**config.mk**
```make
export PLATFORM = sky130hd
export DESIGN_NAME = section_to_ts_packetizer_flat
export DESIGN_NICKNAME = d
export VERILOG_FILES = /design/src/hw/rtl/stpk_pkg.sv /design/src/hw/rtl/stpk_ifs.sv /design/src/hw/rtl/section_to_ts_packetizer.sv /design/src/hw/rtl/stpk_ctrl.sv /design/src/hw/rtl/stpk_dpath.sv /design/src/flat_wrapper.sv
export SDC_FILE = /design/constraint.sdc
export NUM_CORES = 1
export LEC_CHECK = 0
export BUFFER_PORTS_ARGS = -buffer_cell sky130_fd_sc_hd__buf_2
export CORE_ASPECT_RATIO = 1.75
export CORE_MARGIN = 2
export CORE_UTILIZATION = 28
export DETAILED_ROUTE_END_ITERATION = 6
export PLACE_DENSITY = 0.58
export SETUP_SLACK_MARGIN = 0.1
export SYNTH_ARGS = -nofsm -noshare
export SYNTH_HDL_FRONTEND = slang
export SYNTH_HIERARCHICAL = 1
export SYNTH_SLANG_ARGS = --single-unit
```
**constraint.sdc**
```tcl
create_clock -name clk -period 2.78 [get_ports clk]
set_input_delay 0.278 -clock clk [delete_from_list [all_inputs] [get_ports clk]]
set_output_delay 0.278 -clock clk [all_outputs]
set_load 0.1 [all_outputs]
```
**src/hw/rtl/stpk_pkg.sv**
```systemverilog
// Types and constants shared by the section to transport packetizer.
package stpk_pkg;

  localparam logic [7:0] TS_BYTES    = 8'd188;
  localparam logic [7:0] SYNC_BYTE   = 8'h47;
  localparam logic [7:0] STUFF_BYTE  = 8'hFF;
  localparam logic [3:0] AFC_PAYLOAD = 4'b0001;
  localparam logic [4:0] PCOUNT_MAX  = 5'd31;

  typedef enum logic [1:0] {
    ST_IDLE,
    ST_HDR,
    ST_BYTE,
    ST_STUFF
  } stpk_state_t;

  typedef struct packed {
    logic accept;
    logic hdr;
    logic byte_put;
    logic stuff;
  } stpk_cmd_t;

  typedef struct packed {
    logic open_needed;
    logic slot_free;
    logic byte_emits;
    logic byte_ends;
    logic stuff_ends;
    logic last;
  } stpk_status_t;

endpackage

```
**src/hw/rtl/stpk_ifs.sv**
```systemverilog
// Stream interfaces for the section byte input and the packet word output.
interface stpk_in_if;
  logic       valid;
  logic       ready;
  logic [7:0] data_byte;
  logic       last_byte;

  modport source (output valid, output data_byte, output last_byte, input ready);
  modport sink (input valid, input data_byte, input last_byte, output ready);
endinterface

interface stpk_out_if;
  logic        valid;
  logic        ready;
  logic [31:0] out_word;
  logic        packet_first_word;
  logic        section_done;
  logic [4:0]  packet_count;
  logic        run_last;

  modport source (
    output valid, output out_word, output packet_first_word, output section_done,
    output packet_count, output run_last, input ready
  );
  modport sink (
    input valid, input out_word, input packet_first_word, input section_done,
    input packet_count, input run_last, output ready
  );
endinterface

```
**src/hw/rtl/section_to_ts_packetizer.sv**
```systemverilog
// Top level of the section to transport stream packetizer.
// Section bytes enter on byte_ch, one per item, with last_byte on the final
// byte. Packet words leave on word_ch as 32-bit big-endian words, each
// tagged with header, section end, packet count and end-of-run flags.
// The PID is written through cfg_we and cfg_data and is used from the next
// packet header onwards.
// Each byte is accepted and then placed; a byte that opens a packet also
// passes the header step for the header word. The last byte of a section
// then emits one stuffing word per cycle while the receiver takes them,
// until the packet is full, up to 46 words. The controller runs one step
// per cycle unless stalled and accepts no byte until the last is placed.
// A finished word sits in the output register; the next byte can be
// accepted while it waits. When the receiver stalls, the controller holds
// at the step that would produce the next word.
// Reset is synchronous and clears the PID, closes any section and empties
// the output register.
module section_to_ts_packetizer
  import stpk_pkg::*;
(
  input  logic        clk,
  input  logic        rst,
  stpk_in_if.sink     byte_ch,
  stpk_out_if.source  word_ch,
  input  logic        cfg_we,
  input  logic [12:0] cfg_data
);

  stpk_cmd_t    cmd;
  stpk_status_t status;

  stpk_ctrl u_ctrl (
    .clk      (clk),
    .rst      (rst),
    .in_valid (byte_ch.valid),
    .in_ready (byte_ch.ready),
    .status   (status),
    .cmd      (cmd)
  );

  stpk_dpath u_dpath (
    .clk       (clk),
    .rst       (rst),
    .cfg_we    (cfg_we),
    .cfg_data  (cfg_data),
    .data_byte (byte_ch.data_byte),
    .last_byte (byte_ch.last_byte),
    .cmd       (cmd),
    .status    (status),
    .word_ch   (word_ch)
  );

endmodule

```
**src/hw/rtl/stpk_ctrl.sv**
```systemverilog
// Controller state machine that sequences header, byte and stuffing steps.
module stpk_ctrl
  import stpk_pkg::*;
(
  input  logic         clk,
  input  logic         rst,
  input  logic         in_valid,
  output logic         in_ready,
  input  stpk_status_t status,
  output stpk_cmd_t    cmd
);

  stpk_state_t state, state_next;

  always_ff @(posedge clk) begin
    if (rst) begin
      state <= ST_IDLE;
    end else begin
      state <= state_next;
    end
  end

  always_comb begin
    state_next = state;
    in_ready   = 1'b0;
    cmd        = '0;
    case (state)
      ST_IDLE: begin
        in_ready = 1'b1;
        if (in_valid) begin
          cmd.accept = 1'b1;
          state_next = status.open_needed ? ST_HDR : ST_BYTE;
        end
      end
      ST_HDR: begin
        if (status.slot_free) begin
          cmd.hdr    = 1'b1;
          state_next = ST_BYTE;
        end
      end
      ST_BYTE: begin
        if (!status.byte_emits || status.slot_free) begin
          cmd.byte_put = 1'b1;
          state_next   = (status.last && !status.byte_ends) ? ST_STUFF : ST_IDLE;
        end
      end
      ST_STUFF: begin
        if (status.slot_free) begin
          cmd.stuff = 1'b1;
          if (status.stuff_ends) begin
            state_next = ST_IDLE;
          end
        end
      end
      default: begin
        state_next = ST_IDLE;
      end
    endcase
  end

endmodule

```
**src/hw/rtl/stpk_dpath.sv**
```systemverilog
// Datapath: packet position, counters, word assembly and the output register.
module stpk_dpath
  import stpk_pkg::*;
(
  input  logic              clk,
  input  logic              rst,
  input  logic              cfg_we,
  input  logic [12:0]       cfg_data,
  input  logic [7:0]        data_byte,
  input  logic              last_byte,
  input  stpk_cmd_t         cmd,
  output stpk_status_t      status,
  stpk_out_if.source        word_ch
);

  logic [12:0] pid;
  logic [7:0]  pos;
  logic [4:0]  idx;
  logic [3:0]  cc;
  logic [23:0] asm_word;
  logic [1:0]  fill;
  logic        open;
  logic [7:0]  byte_r;
  logic        last_r;
  logic        out_valid;

  logic [7:0]  pos_inc;
  logic [7:0]  pos_stuff;
  logic        first;
  logic        emit;
  logic [31:0] word_next;
  logic        pfw_next;
  logic        done_next;
  logic        rlast_next;
  logic [31:0] stuff_word;

  assign pos_inc   = pos + 8'd1;
  assign pos_stuff = pos + (8'd4 - {6'd0, fill});
  assign first     = (idx == 5'd0);
  assign emit      = cmd.hdr || (cmd.byte_put && (fill == 2'd3)) || cmd.stuff;

  assign status.open_needed = !open || (pos >= TS_BYTES);
  assign status.slot_free   = !out_valid || word_ch.ready;
  assign status.byte_emits  = (fill == 2'd3);
  assign status.byte_ends   = (pos_inc == TS_BYTES);
  assign status.stuff_ends  = (pos_stuff == TS_BYTES);
  assign status.last        = last_r;

  always_comb begin
    case (fill)
      2'd0:    stuff_word = {STUFF_BYTE, STUFF_BYTE, STUFF_BYTE, STUFF_BYTE};
      2'd1:    stuff_word = {asm_word[7:0], STUFF_BYTE, STUFF_BYTE, STUFF_BYTE};
      2'd2:    stuff_word = {asm_word[15:0], STUFF_BYTE, STUFF_BYTE};
      default: stuff_word = {asm_word, STUFF_BYTE};
    endcase
  end

  always_comb begin
    word_next  = stuff_word;
    pfw_next   = 1'b0;
    done_next  = 1'b0;
    rlast_next = 1'b0;
    if (cmd.hdr) begin
      word_next  = {SYNC_BYTE, 1'b0, first, 1'b0, pid[12:8], pid[7:0], AFC_PAYLOAD, cc};
      pfw_next   = 1'b1;
      rlast_next = !last_r;
    end else if (cmd.byte_put) begin
      word_next  = {asm_word, byte_r};
      done_next  = last_r && (pos_inc == TS_BYTES);
      rlast_next = !last_r || (pos_inc == TS_BYTES);
    end else begin
      done_next  = (pos_stuff == TS_BYTES);
      rlast_next = (pos_stuff == TS_BYTES);
    end
  end

  always_ff @(posedge clk) begin
    if (rst) begin
      pid       <= 13'd0;
      pos       <= TS_BYTES;
      idx       <= 5'd0;
      cc        <= 4'd0;
      asm_word  <= 24'd0;
      fill      <= 2'd0;
      open      <= 1'b0;
      byte_r    <= 8'd0;
      last_r    <= 1'b0;
      out_valid <= 1'b0;
    end else begin
      if (cfg_we) begin
        pid <= cfg_data;
      end
      if (cmd.accept) begin
        byte_r <= data_byte;
        last_r <= last_byte;
        if (!open) begin
          idx      <= 5'd0;
          cc       <= 4'd0;
          pos      <= TS_BYTES;
          asm_word <= 24'd0;
          fill     <= 2'd0;
          open     <= 1'b1;
        end
      end
      if (cmd.hdr) begin
        pos      <= first ? 8'd5 : 8'd4;
        fill     <= first ? 2'd1 : 2'd0;
        asm_word <= 24'd0;
        cc       <= cc + 4'd1;
        if (idx != PCOUNT_MAX) begin
          idx <= idx + 5'd1;
        end
      end
      if (cmd.byte_put) begin
        pos <= pos_inc;
        if (fill == 2'd3) begin
          asm_word <= 24'd0;
          fill     <= 2'd0;
        end else begin
          asm_word <= {asm_word[15:0], byte_r};
          fill     <= fill + 2'd1;
        end
        if (last_r && (pos_inc == TS_BYTES)) begin
          open <= 1'b0;
        end
      end
      if (cmd.stuff) begin
        pos      <= pos_stuff;
        asm_word <= 24'd0;
        fill     <= 2'd0;
        if (pos_stuff == TS_BYTES) begin
          open <= 1'b0;
        end
      end
      if (emit) begin
        out_valid <= 1'b1;
      end else if (word_ch.ready) begin
        out_valid <= 1'b0;
      end
    end
  end

  always_ff @(posedge clk) begin
    if (emit) begin
      word_ch.out_word          <= word_next;
      word_ch.packet_first_word <= pfw_next;
      word_ch.section_done      <= done_next;
      word_ch.packet_count      <= done_next ? idx : 5'd0;
      word_ch.run_last          <= rlast_next;
    end
  end

  assign word_ch.valid = out_valid;

endmodule

```
**src/flat_wrapper.sv**
```systemverilog
// flat-port wrapper written by rule: the top's interface ports become plain ports
module section_to_ts_packetizer_flat import stpk_pkg::*;
  (clk, rst, cfg_we, cfg_data, byte_ch_valid, byte_ch_data_byte, byte_ch_last_byte, byte_ch_ready, word_ch_valid, word_ch_out_word, word_ch_packet_first_word, word_ch_section_done, word_ch_packet_count, word_ch_run_last, word_ch_ready);
  stpk_in_if byte_ch_i ();
  stpk_out_if word_ch_i ();
  input  logic clk;
  input  logic rst;
  input  logic cfg_we;
  input  logic [12:0] cfg_data;
  input wire logic [$bits(byte_ch_i.valid)-1:0] byte_ch_valid;
  input wire logic [$bits(byte_ch_i.data_byte)-1:0] byte_ch_data_byte;
  input wire logic [$bits(byte_ch_i.last_byte)-1:0] byte_ch_last_byte;
  output wire logic [$bits(byte_ch_i.ready)-1:0] byte_ch_ready;
  output wire logic [$bits(word_ch_i.valid)-1:0] word_ch_valid;
  output wire logic [$bits(word_ch_i.out_word)-1:0] word_ch_out_word;
  output wire logic [$bits(word_ch_i.packet_first_word)-1:0] word_ch_packet_first_word;
  output wire logic [$bits(word_ch_i.section_done)-1:0] word_ch_section_done;
  output wire logic [$bits(word_ch_i.packet_count)-1:0] word_ch_packet_count;
  output wire logic [$bits(word_ch_i.run_last)-1:0] word_ch_run_last;
  input wire logic [$bits(word_ch_i.ready)-1:0] word_ch_ready;
  assign byte_ch_i.valid = byte_ch_valid;
  assign byte_ch_i.data_byte = byte_ch_data_byte;
  assign byte_ch_i.last_byte = byte_ch_last_byte;
  assign byte_ch_ready = byte_ch_i.ready;
  assign word_ch_valid = word_ch_i.valid;
  assign word_ch_out_word = word_ch_i.out_word;
  assign word_ch_packet_first_word = word_ch_i.packet_first_word;
  assign word_ch_section_done = word_ch_i.section_done;
  assign word_ch_packet_count = word_ch_i.packet_count;
  assign word_ch_run_last = word_ch_i.run_last;
  assign word_ch_i.ready = word_ch_ready;
  section_to_ts_packetizer u_core (.clk(clk), .rst(rst), .byte_ch(byte_ch_i), .word_ch(word_ch_i), .cfg_we(cfg_we), .cfg_data(cfg_data));
endmodule
```
---- After elaboration in Yosys (flattened, before gate mapping) ----
Index checks and enable logic that the tools add are counted.
word-level totals
  latch bits .............................. 0
  output and inout bits ................... 42
  logic and storage cells ................. 122
  bits of input ports ..................... 27
  ROM bits ................................ 0
  memory bits (writable) .................. 0
  register bits ........................... 109
  memories kept ........................... 0
operators by class
  add/subtract/negate cells ............... 6
  $mul .................................... 0
  divide/modulo/power cells ............... 0
  muxes and demuxes ....................... 55
  $lt $le $gt $ge ......................... 1
  eq/ne operators ......................... 17
  shift-type cells ........................ 0
  bitwise logic cells ..................... 0
  reductions and logical operators ........ 26
operator list
  kind                                                           count
  24-bit two-way mux                                             5
  32-bit case mux with 3 select lines                            1
  8-bit two-way mux                                              5
  32-bit two-way mux                                             1
  2-bit two-way mux                                              12
  23-bit two-way mux                                             1
  1-bit two-way mux                                              22
  5-bit two-way mux                                              4
  8-bit equality test, second input constant                     2
  4-bit two-way mux                                              3
  2-bit inequality test, second input constant                   5
  8-bit by 1-bit adder with 8-bit output, second input constant  1
  8-bit adder                                                    1
  2-bit equality test, second input constant                     4
  8-bit greater-or-equal comparator, second input constant       1
  2-bit case mux with 4 select lines                             1
  1-bit logical OR                                               6
  2-bit AND reduction                                            3
  5-bit by 1-bit adder with 5-bit output, second input constant  1
  1-bit zero test                                                5
  5-bit zero test                                                1
  5-bit inequality test, second input constant                   1
  5-bit AND reduction                                            1
  4-bit by 1-bit adder with 4-bit output, second input constant  1
  12 further kinds                                               17

---- Logic depth before layout (Yosys ltp) ----
Gate-level depths: netlist of the first run.
  depth in word-level cells ............... 9
  depth in mapped cells ................... 10
  depth with buffers taken out ............ 10

---- Hierarchy ----
The synthesis of the first run kept the hierarchy.
by module, submodules not included
  module      area each (um^2)  instances  cells an instance
  stpk_dpath  4946.0            1          500
  stpk_ctrl   183.9             1          23

---- Worst setup path before layout of the first run ----
No wires, ideal clock.
  path type ............................... register to register
  start ................................... register u_core.u_dpath.out_valid (netlist: u_core/u_dpath/word_ch.valid)
  end ..................................... register u_core.u_dpath.word_ch.out_word[0], enable pin
  buffers on the path ..................... 3
  cell stages (with the launch flop) ...... 9
  required time ........................... 2.386 ns
  path slack .............................. -0.368 ns
  data arrival time ....................... 2.754 ns
  path through ............................ dfxtp_1 -> nand2b_1 -> nand2_1 -> nor2_1 -> clkbuf_8 -> clkbuf_1 -> clkbuf_1 -> a211oi_1 -> inv_1
RTL lines
  item                      line               source
  start: declaration        stpk_dpath.sv:25   logic out_valid;
  start signal: assignment  stpk_dpath.sv:88   out_valid <= 1'b0;
  start signal: assignment  stpk_dpath.sv:136  out_valid <= 1'b1;
  start signal: assignment  stpk_dpath.sv:138  out_valid <= 1'b0;
  end signal: assignment    stpk_dpath.sv:145  word_ch.out_word <= word_next;
  end: declaration          stpk_ifs.sv:22     output valid, output out_word, output packet_first_word, output section_done,

==> metrics.md, run 1 <==
| Metric | Value |
|---|---|
| Cell chosen for the clock root | `clkbuf_16` |
| R2R Path End | `u_core/u_ctrl/state[1]$_SDFFE_PP0P_` |
| Placed wire-length estimate | `9530 microns` |
| Crit Path Category | `reg -> reg` |
| Row count | `65` |
| Hold Path Origin | `cfg_data[10]` |
| Antenna-violating nets left | `0` |
| Iteration-0 DRC Markers | `247` |
| DRT Pass-1 Iters | `4` |
| Synth warn | `6` |
| Fmax | `0.388 GHz` |
| Worst-skew pair later-pin latency | `0.35 ns` |
| Sequential element share of the synthesized area | `50.3%` |
| PortBufs | `68` |
| Initial antenna violation count | `0` |
| Worst setup margin | `0.201 ns` |
| Total number of vias | `4037` |
| N_diodes | `0` |
| Synth async-reset ratio | `0%` |
| Reg2Reg Depth | `10` |
| Clock slew at reported path FFs | `0.08 ns` |
| Worst Path Max Fanout | `3` |
| Count leader, synth | `nor2_1` |
| Grt ovf | `0` |
| Pin count of the biggest net entering global routing | `32` |
| RSZ-0062 raised after global routing | `false` |
| Sum Neg Setup Slack | `0 ns` |
| Core area | `0.0180 sq mm` |
| Synth Register Bits | `109` |
| Share of layout cells above drive strength 1 | `24.5%` |
| Final Cycle Share | `92.8%` |
| Final Hold Viols | `0` |
| Nets | `627` |
| Post-layout minimum cycle time | `2.58 ns` |
| Post-synth EDFFs | `40` |
| Slew @ Worst Pin | `0.618 ns` |
| Ys flop type | `dfxtp_1` |
| CTS buffer count | `9` |
| Cell Area, Synth | `0.00513 sq mm` |
| Synthesized instance count | `523` |
| Hold endpoint | `u_core/u_dpath/pid[10]$_SDFFE_PP0P_` |
| First-pass GRT wire length | `21000 microns` |
| Yosys top cell area share | `26.9%` |
| H-tree Lvls | `3` |
| CTS max path bufs | `2` |
| Worst Hold Class | `in -> reg` |
| Final WL | `13100 microns` |
| Area growth from synthesis to layout | `19.6%` |
| Hold path depth | `3` |
| Die width | `106 microns` |
| CP required | `3.02 ns` |
| Hold Buf Count CTS | `0` |
| Clk_skew | `0.00847 ns` |
| Status | `completed` |
| Critical Path End Type | `flop` |
| Syn nets | `564` |
| Die Y | `183 microns` |
| Avg WL per Cell | `15.8 microns` |
| CTS tree | `yes` |
| Final Setup Violations | `0` |
| Critical path arrival | `2.82 ns` |
| Routability Congestion | `0.861` |
| Die area | `0.0195 sq mm` |
| Area leader, netlist | `dfxtp_1` |
| Residual DRC | `0` |
| Reg2Reg Setup Slack | `0.20 ns` |
| Clk sink count | `109` |
| Synth cell types | `63` |
| Io pins | `69` |
| Synth cell count leaders | `nor2_1 (90), dfxtp_1 (69), edfxtp_1 (40), a21oi_1 (30), clkbuf_1 (30)` |
| Pre-CTS setup slack | `0.0600 ns` |
| Worst relative slew slack | `58.8%` |
| MaxCap Viol Count | `0` |
| Vias in the first global route | `3974` |
| Synthesized area per cell | `9.81 sq um` |
| Ranking of synthesized cells by area | `dfxtp_1 (27%), edfxtp_1 (23%), nor2_1 (6.6%)` |
| Initial Util | `28.5%` |
| GRT Util Overall | `13.8%` |
| Via density per instance | `4.89` |
| CP startpoint kind | `flop` |
| R2r startpoint | `u_core/u_dpath/fill[0]$_SDFFE_PP0P_` |
| Slew Limit Fails | `0` |
[placed cells by master, fill, tap and decap left out, types with 13 or more instances in the layout]
cell | Yosys | layout
o21ai_0 | 20 | 20
inv_1 | 19 | 16
nand2_1 | 25 | 25
edfxtp_1 | 40 | 40
nor2b_1 | 13 | 13
buf_2 | 4 | 68
dfxtp_1 | 69 | 66
mux2i_1 | 25 | 25
nor2_1 | 90 | 88
a22oi_1 | 27 | 27
buf_4 | 2 | 21
a21oi_1 | 30 | 30
[timing repair]
item,CTS,global route
pin swaps,5,2
buffers inserted,3,1
setup endpoints to repair,1,2
cloned,0,0
gates resized for setup,6,1
[state kept, by name (all words and copies together) (netlist names), 2 cells and up]
register	flops
u_core/u_dpath/word_ch.out_word	32
u_core/u_dpath/asm_word	24
u_core/u_dpath/pid	13
u_core/u_dpath/byte_r	8
u_core/u_dpath/pos	8
u_core/u_dpath/idx	5
u_core/u_dpath/word_ch.packet_count	5
u_core/u_dpath/cc	4
u_core/u_ctrl/state	2
u_core/u_dpath/fill	2
[per-layer routing]
layer | wire, microns | GRT usage, % | up-vias
met5 | 0 | 0 | -
met4 | 386 | 5.84 | 0
met3 | 528 | 2.63 | 26
met1 | 5270 | 16.1 | 1908
li1 | - | - | 1992
met2 | 6870 | 24.5 | 111
[cells by family (layout without fill, tap and decap cells)]
logic type | Yosys count | after routing | share of synthesized area, %
and+or+nand+nor | 185 | 185 | 17.6
xor gates and xnor gates | 2 | 2 | 0.488
buffers and inverters | 58 | 126 | 4.98
muxes | 26 | 26 | 5.17
adders and majority gates | 14 | 14 | 3.56
AOI/OAI and AO/OA | 129 | 129 | 17.8
DFF | 109 | 109 | 50.3
[how the worst max path moves through the flow]
stage                                         from                                   to  slack, ns  cells after the start
2_1_floorplan  u_core/u_dpath/fill[0]$_SDFFE_PP0P_  u_core/u_ctrl/state[1]$_SDFFE_PP0P_       0.11                     10
3_3_place_gp   u_core/u_dpath/fill[1]$_SDFFE_PP0P_  u_core/u_ctrl/state[1]$_SDFFE_PP0P_       0.15                     10
3_5_place_dp   u_core/u_dpath/fill[1]$_SDFFE_PP0P_  u_core/u_ctrl/state[1]$_SDFFE_PP0P_       0.06                     10
4_1_cts        u_core/u_dpath/fill[1]$_SDFFE_PP0P_  u_core/u_ctrl/state[1]$_SDFFE_PP0P_       0.10                     10
5_1_grt        u_core/u_dpath/fill[0]$_SDFFE_PP0P_  u_core/u_ctrl/state[1]$_SDFFE_PP0P_       0.09                     10
6_report       u_core/u_dpath/fill[0]$_SDFFE_PP0P_  u_core/u_ctrl/state[1]$_SDFFE_PP0P_       0.20                     10
[through the flow]
step / util, % / cells / instance area [sq um] / hold WS, ns
floorplan: - / 523 / 5140 / 0.382
global placement: 32.2 / 805 / 5780 / 0.476
detailed placement: 32.2 / 805 / 5780 / 0.481
CTS: 34.1 / 824 / 6130 / 0.156
global route: 34.1 / 825 / 6140 / 0.170
finish: 34.1 / 825 / 6140 / 0.164
[critical path, stage by stage, from the launching register on]
cell and delay, ns:
dfxtp_2 0.34, inv_2 0.06, ha_4 0.25, ha_1 0.28, a211o_1 0.29, and3_2 0.23, nor4_4 0.32, nor2b_1 0.09
o21ai_2 0.16, o211ai_2 0.14, mux2_4 0.32
[cell type report]
cell class / instances / area, sq um
Clock inverter: 6 / 70.1
Tap cell: 234 / 293
Timing Repair Buffer: 91 / 538
Inverter: 19 / 75.1
Sequential cell: 109 / 2590
Clock buffer: 10 / 229
Multi-Input combinational cell: 356 / 2340
Fill cell: 1829 / 11800
Power of run 1 is not shown: default switching activity piles up to over one toggle a cycle in this logic, so the estimate is an artifact.
==> inputs of run 2 (changes only) <==
==> constraint.sdc (replaced) <==
create_clock -name clk -period 2.78 [get_ports clk]
set_input_delay 0 -clock clk [delete_from_list [all_inputs] [get_ports clk]]
set_output_delay 0 -clock clk [all_outputs]
set_load 0.1 [all_outputs]
==> run 2 against run 1 <==
Net effect: utilization rose by 1.6 points; first-iteration DRC count fell by 30%; final cell count rose by 2.9%; die area did not move; global-route usage rose by 0.37 points; setup slack improved by 0.014 ns; via count rose by 2.9%; fmax rose by 0.57%; critical path depth did not move; largest cell class unchanged; final area rose by 4.7%; critical endpoint unchanged.
==> metrics.md, run 2 (synthesis gave the netlist of run 1 again) <==
| Metric | Value |
|---|---|
| Status | `completed (unchanged)` |
| Core area | `0.0180 sq mm (unchanged)` |
| Via density per instance | `4.90 (was 4.89)` |
| Cell chosen for the clock root | `clkbuf_16 (unchanged)` |
| Die area | `0.0195 sq mm (unchanged)` |
| Residual DRC | `0 (unchanged)` |
| Crit Path Category | `reg -> reg (unchanged)` |
| Fill cell count | `1783 (was 1829)` |
| Area growth from synthesis to layout | `25.2% (was 19.6%)` |
| N_diodes | `0 (unchanged)` |
| CP max stage cell | `dfxtp_2 (unchanged)` |
| Clk sink count | `109 (unchanged)` |
| Fmax | `0.390 GHz (was 0.388 GHz)` |
| Worst setup margin | `0.216 ns (was 0.201 ns)` |
| MaxCap Viol Count | `0 (unchanged)` |
| Final cell count without fillers | `849 (was 825)` |
| Pin count of the biggest net entering global routing | `37 (was 32)` |
| Io pins | `69 (unchanged)` |
| First-pass GRT wire length | `21700 microns (was 21000 microns)` |
| CTS buffer count | `9 (unchanged)` |
| Final Setup Violations | `0 (unchanged)` |
| CP cell instances | `inv_1 -> ha_4 -> ha_1 -> a211o_1 -> and3_2 -> nor4_4 -> nor2b_1 -> o21ai_2 -> o211ai_2 -> mux2_4 (was inv_2 -> ha_4 -> ha_1 -> a211o_1 -> and3_2 -> nor4_4 -> nor2b_1 -> o21ai_2 -> o211ai_2 -> mux2_4)` |
| Initial antenna violation count | `0 (unchanged)` |
| Critical path arrival | `2.79 ns (was 2.82 ns)` |
| Final WL | `13600 microns (was 13100 microns)` |
| Critical Path End Type | `flop (unchanged)` |
| Slew @ Worst Pin | `0.757 ns (was 0.618 ns)` |
| Die width | `106 microns (unchanged)` |
| Grt ovf | `0 (unchanged)` |
| PortBufs | `68 (unchanged)` |
| Die Y | `183 microns (unchanged)` |
| GRT Util Overall | `14.2% (was 13.8%)` |
| Final Hold Viols | `0 (unchanged)` |
| Nets | `652 (was 627)` |
| Total number of vias | `4156 (was 4037)` |
| Iteration-0 DRC Markers | `173 (was 247)` |
| Initial Util | `28.5% (unchanged)` |
| Post-layout minimum cycle time | `2.56 ns (was 2.58 ns)` |
| Final Cycle Share | `92.2% (was 92.8%)` |
| Largest registers | `u_core/u_dpath/word_ch.out_word: 32 flops, u_core/u_dpath/asm_word: 24 flops, u_core/u_dpath/pid: 13 flops (unchanged)` |
| CP required | `3.01 ns (was 3.02 ns)` |
| Worst Path Max Fanout | `4 (was 3)` |
| Largest Register | `u_core/u_dpath/word_ch.out_word (unchanged)` |
| Hold path depth | `2 (was 3)` |
| CP startpoint kind | `flop (unchanged)` |
| Most common cell after layout, fill and taps aside | `nor2_1 (unchanged)` |
| CTS tree | `yes (unchanged)` |
| CTS max path bufs | `2 (unchanged)` |
| Clk_skew | `0.00743 ns (was 0.00847 ns)` |
| Placed wire-length estimate | `9600 microns (was 9530 microns)` |
| Placed insts | `811 (was 805)` |
| Worst Hold Class | `in -> reg (unchanged)` |
| H-tree Lvls | `3 (unchanged)` |
| Clock slew at reported path FFs | `0.07 ns (was 0.08 ns)` |
| Routability Congestion | `0.834 (was 0.861)` |
| DRT Pass-1 Iters | `4 (unchanged)` |
| CP max stage delay | `0.35 ns (was 0.34 ns)` |
| Antenna-violating nets left | `0 (unchanged)` |
| Vias in the first global route | `4207 (was 3974)` |
| Pre-CTS setup slack | `-0.0349 ns (was 0.0600 ns)` |
| Worst-skew pair later-pin latency | `0.34 ns (was 0.35 ns)` |
| RSZ-0062 raised after global routing | `false (unchanged)` |
| Sum Neg Setup Slack | `0 ns (unchanged)` |
| Avg WL per Cell | `16.0 microns (was 15.8 microns)` |
| Slew Limit Fails | `0 (unchanged)` |
| Share of layout cells above drive strength 1 | `23.4% (was 24.5%)` |
| Worst relative slew slack | `49.3% (was 58.8%)` |
| Row count | `65 (unchanged)` |
| Reg2Reg Depth | `10 (unchanged)` |
| Largest register FFs | `32 (unchanged)` |
| Most frequent cells in the layout | `nor2_1 (88), buf_2 (68), dfxtp_1 (67) (was nor2_1 (88), buf_2 (68), dfxtp_1 (66))` |
run 2: cell count changes in the layout (fill, tap and decap cells not counted), sizes merged:
cell	before	now
buf	91	94
bufinv	1	2
clkbuf	10	11
clkinv	2	1
clkinvlp	2	1
dlygate4sd3	0	22
inv	20	19
run 2: metal layers:
| metal | GRT usage (%) | wire, microns | vias up |
|---|---|---|---|
| met5 | 0 | 0 | - |
| met4 | 5.32 | 295 | 0 |
| met3 | 2.52 | 513 | 19 |
| met2 | 25.8 | 7200 | 109 |
| met1 | 16.4 | 5550 | 1989 |
| li1 | - | - | 2039 |
run 2: repair_timing:
item	CTS	global route
hold buffers	22	0
buffers inserted	1	0
endpoints found under the setup margin	2	2
pin swaps	1	1
hold endpoints to repair	22	0
gates resized for setup	2	0
run 2: worst max-delay path: cells and delay by family, from the launching register on:
kind / cells / cell delay (ns)
AO/OA/AOI/OAI: 3 / 0.56
flip-flops: 1 / 0.35
adder cells (fa/ha/maj): 2 / 0.52
multiplexers: 1 / 0.31
buffers and inverters: 1 / 0.09
AND/OR/NAND/NOR: 3 / 0.62
run 2: final timing paths:
kind / start / slack [ns] / endpoint
worst max-delay path: u_core/u_dpath/fill[1]$_SDFFE_PP0P_ / 0.22 / u_core/u_ctrl/state[1]$_SDFFE_PP0P_
worst min-delay path: rst / 0.07 / u_core/u_dpath/idx[0]$_SDFF_PP0_
worst max register to register: u_core/u_dpath/fill[1]$_SDFFE_PP0P_ / 0.22 / u_core/u_ctrl/state[1]$_SDFFE_PP0P_
worst min register to register: u_core/u_dpath/pid[5]$_SDFFE_PP0P_ / 0.50 / u_core/u_dpath/pid[5]$_SDFFE_PP0P_
run 2: final cells by class:
cell class / count / area [sq um] / area share, %
inverters: 19 / 75.1 / 1.17
clock buffers: 11 / 254 / 3.95
repair buffers: 116 / 806 / 12.5
clock inverters: 4 / 77.6 / 1.21
multi-input cells: 356 / 2330 / 36.3
well taps: 234 / 293 / 4.56
flip-flops and latches: 109 / 2590 / 40.3
run 2: through the flow:
stage / cell area, sq um / utilization, % / hold WS [ns]
6_report: 6420 / 35.7 / 0.0727
5_1_grt: 6420 / 35.7 / 0.0796
4_1_cts: 6420 / 35.7 / 0.0654
3_5_place_dp: 5850 / 32.5 / 0.243
3_3_place_gp: 5850 / 32.5 / 0.236
2_1_floorplan: 5140 / - / 0.104
Power of run 2 is left out for the same reason.
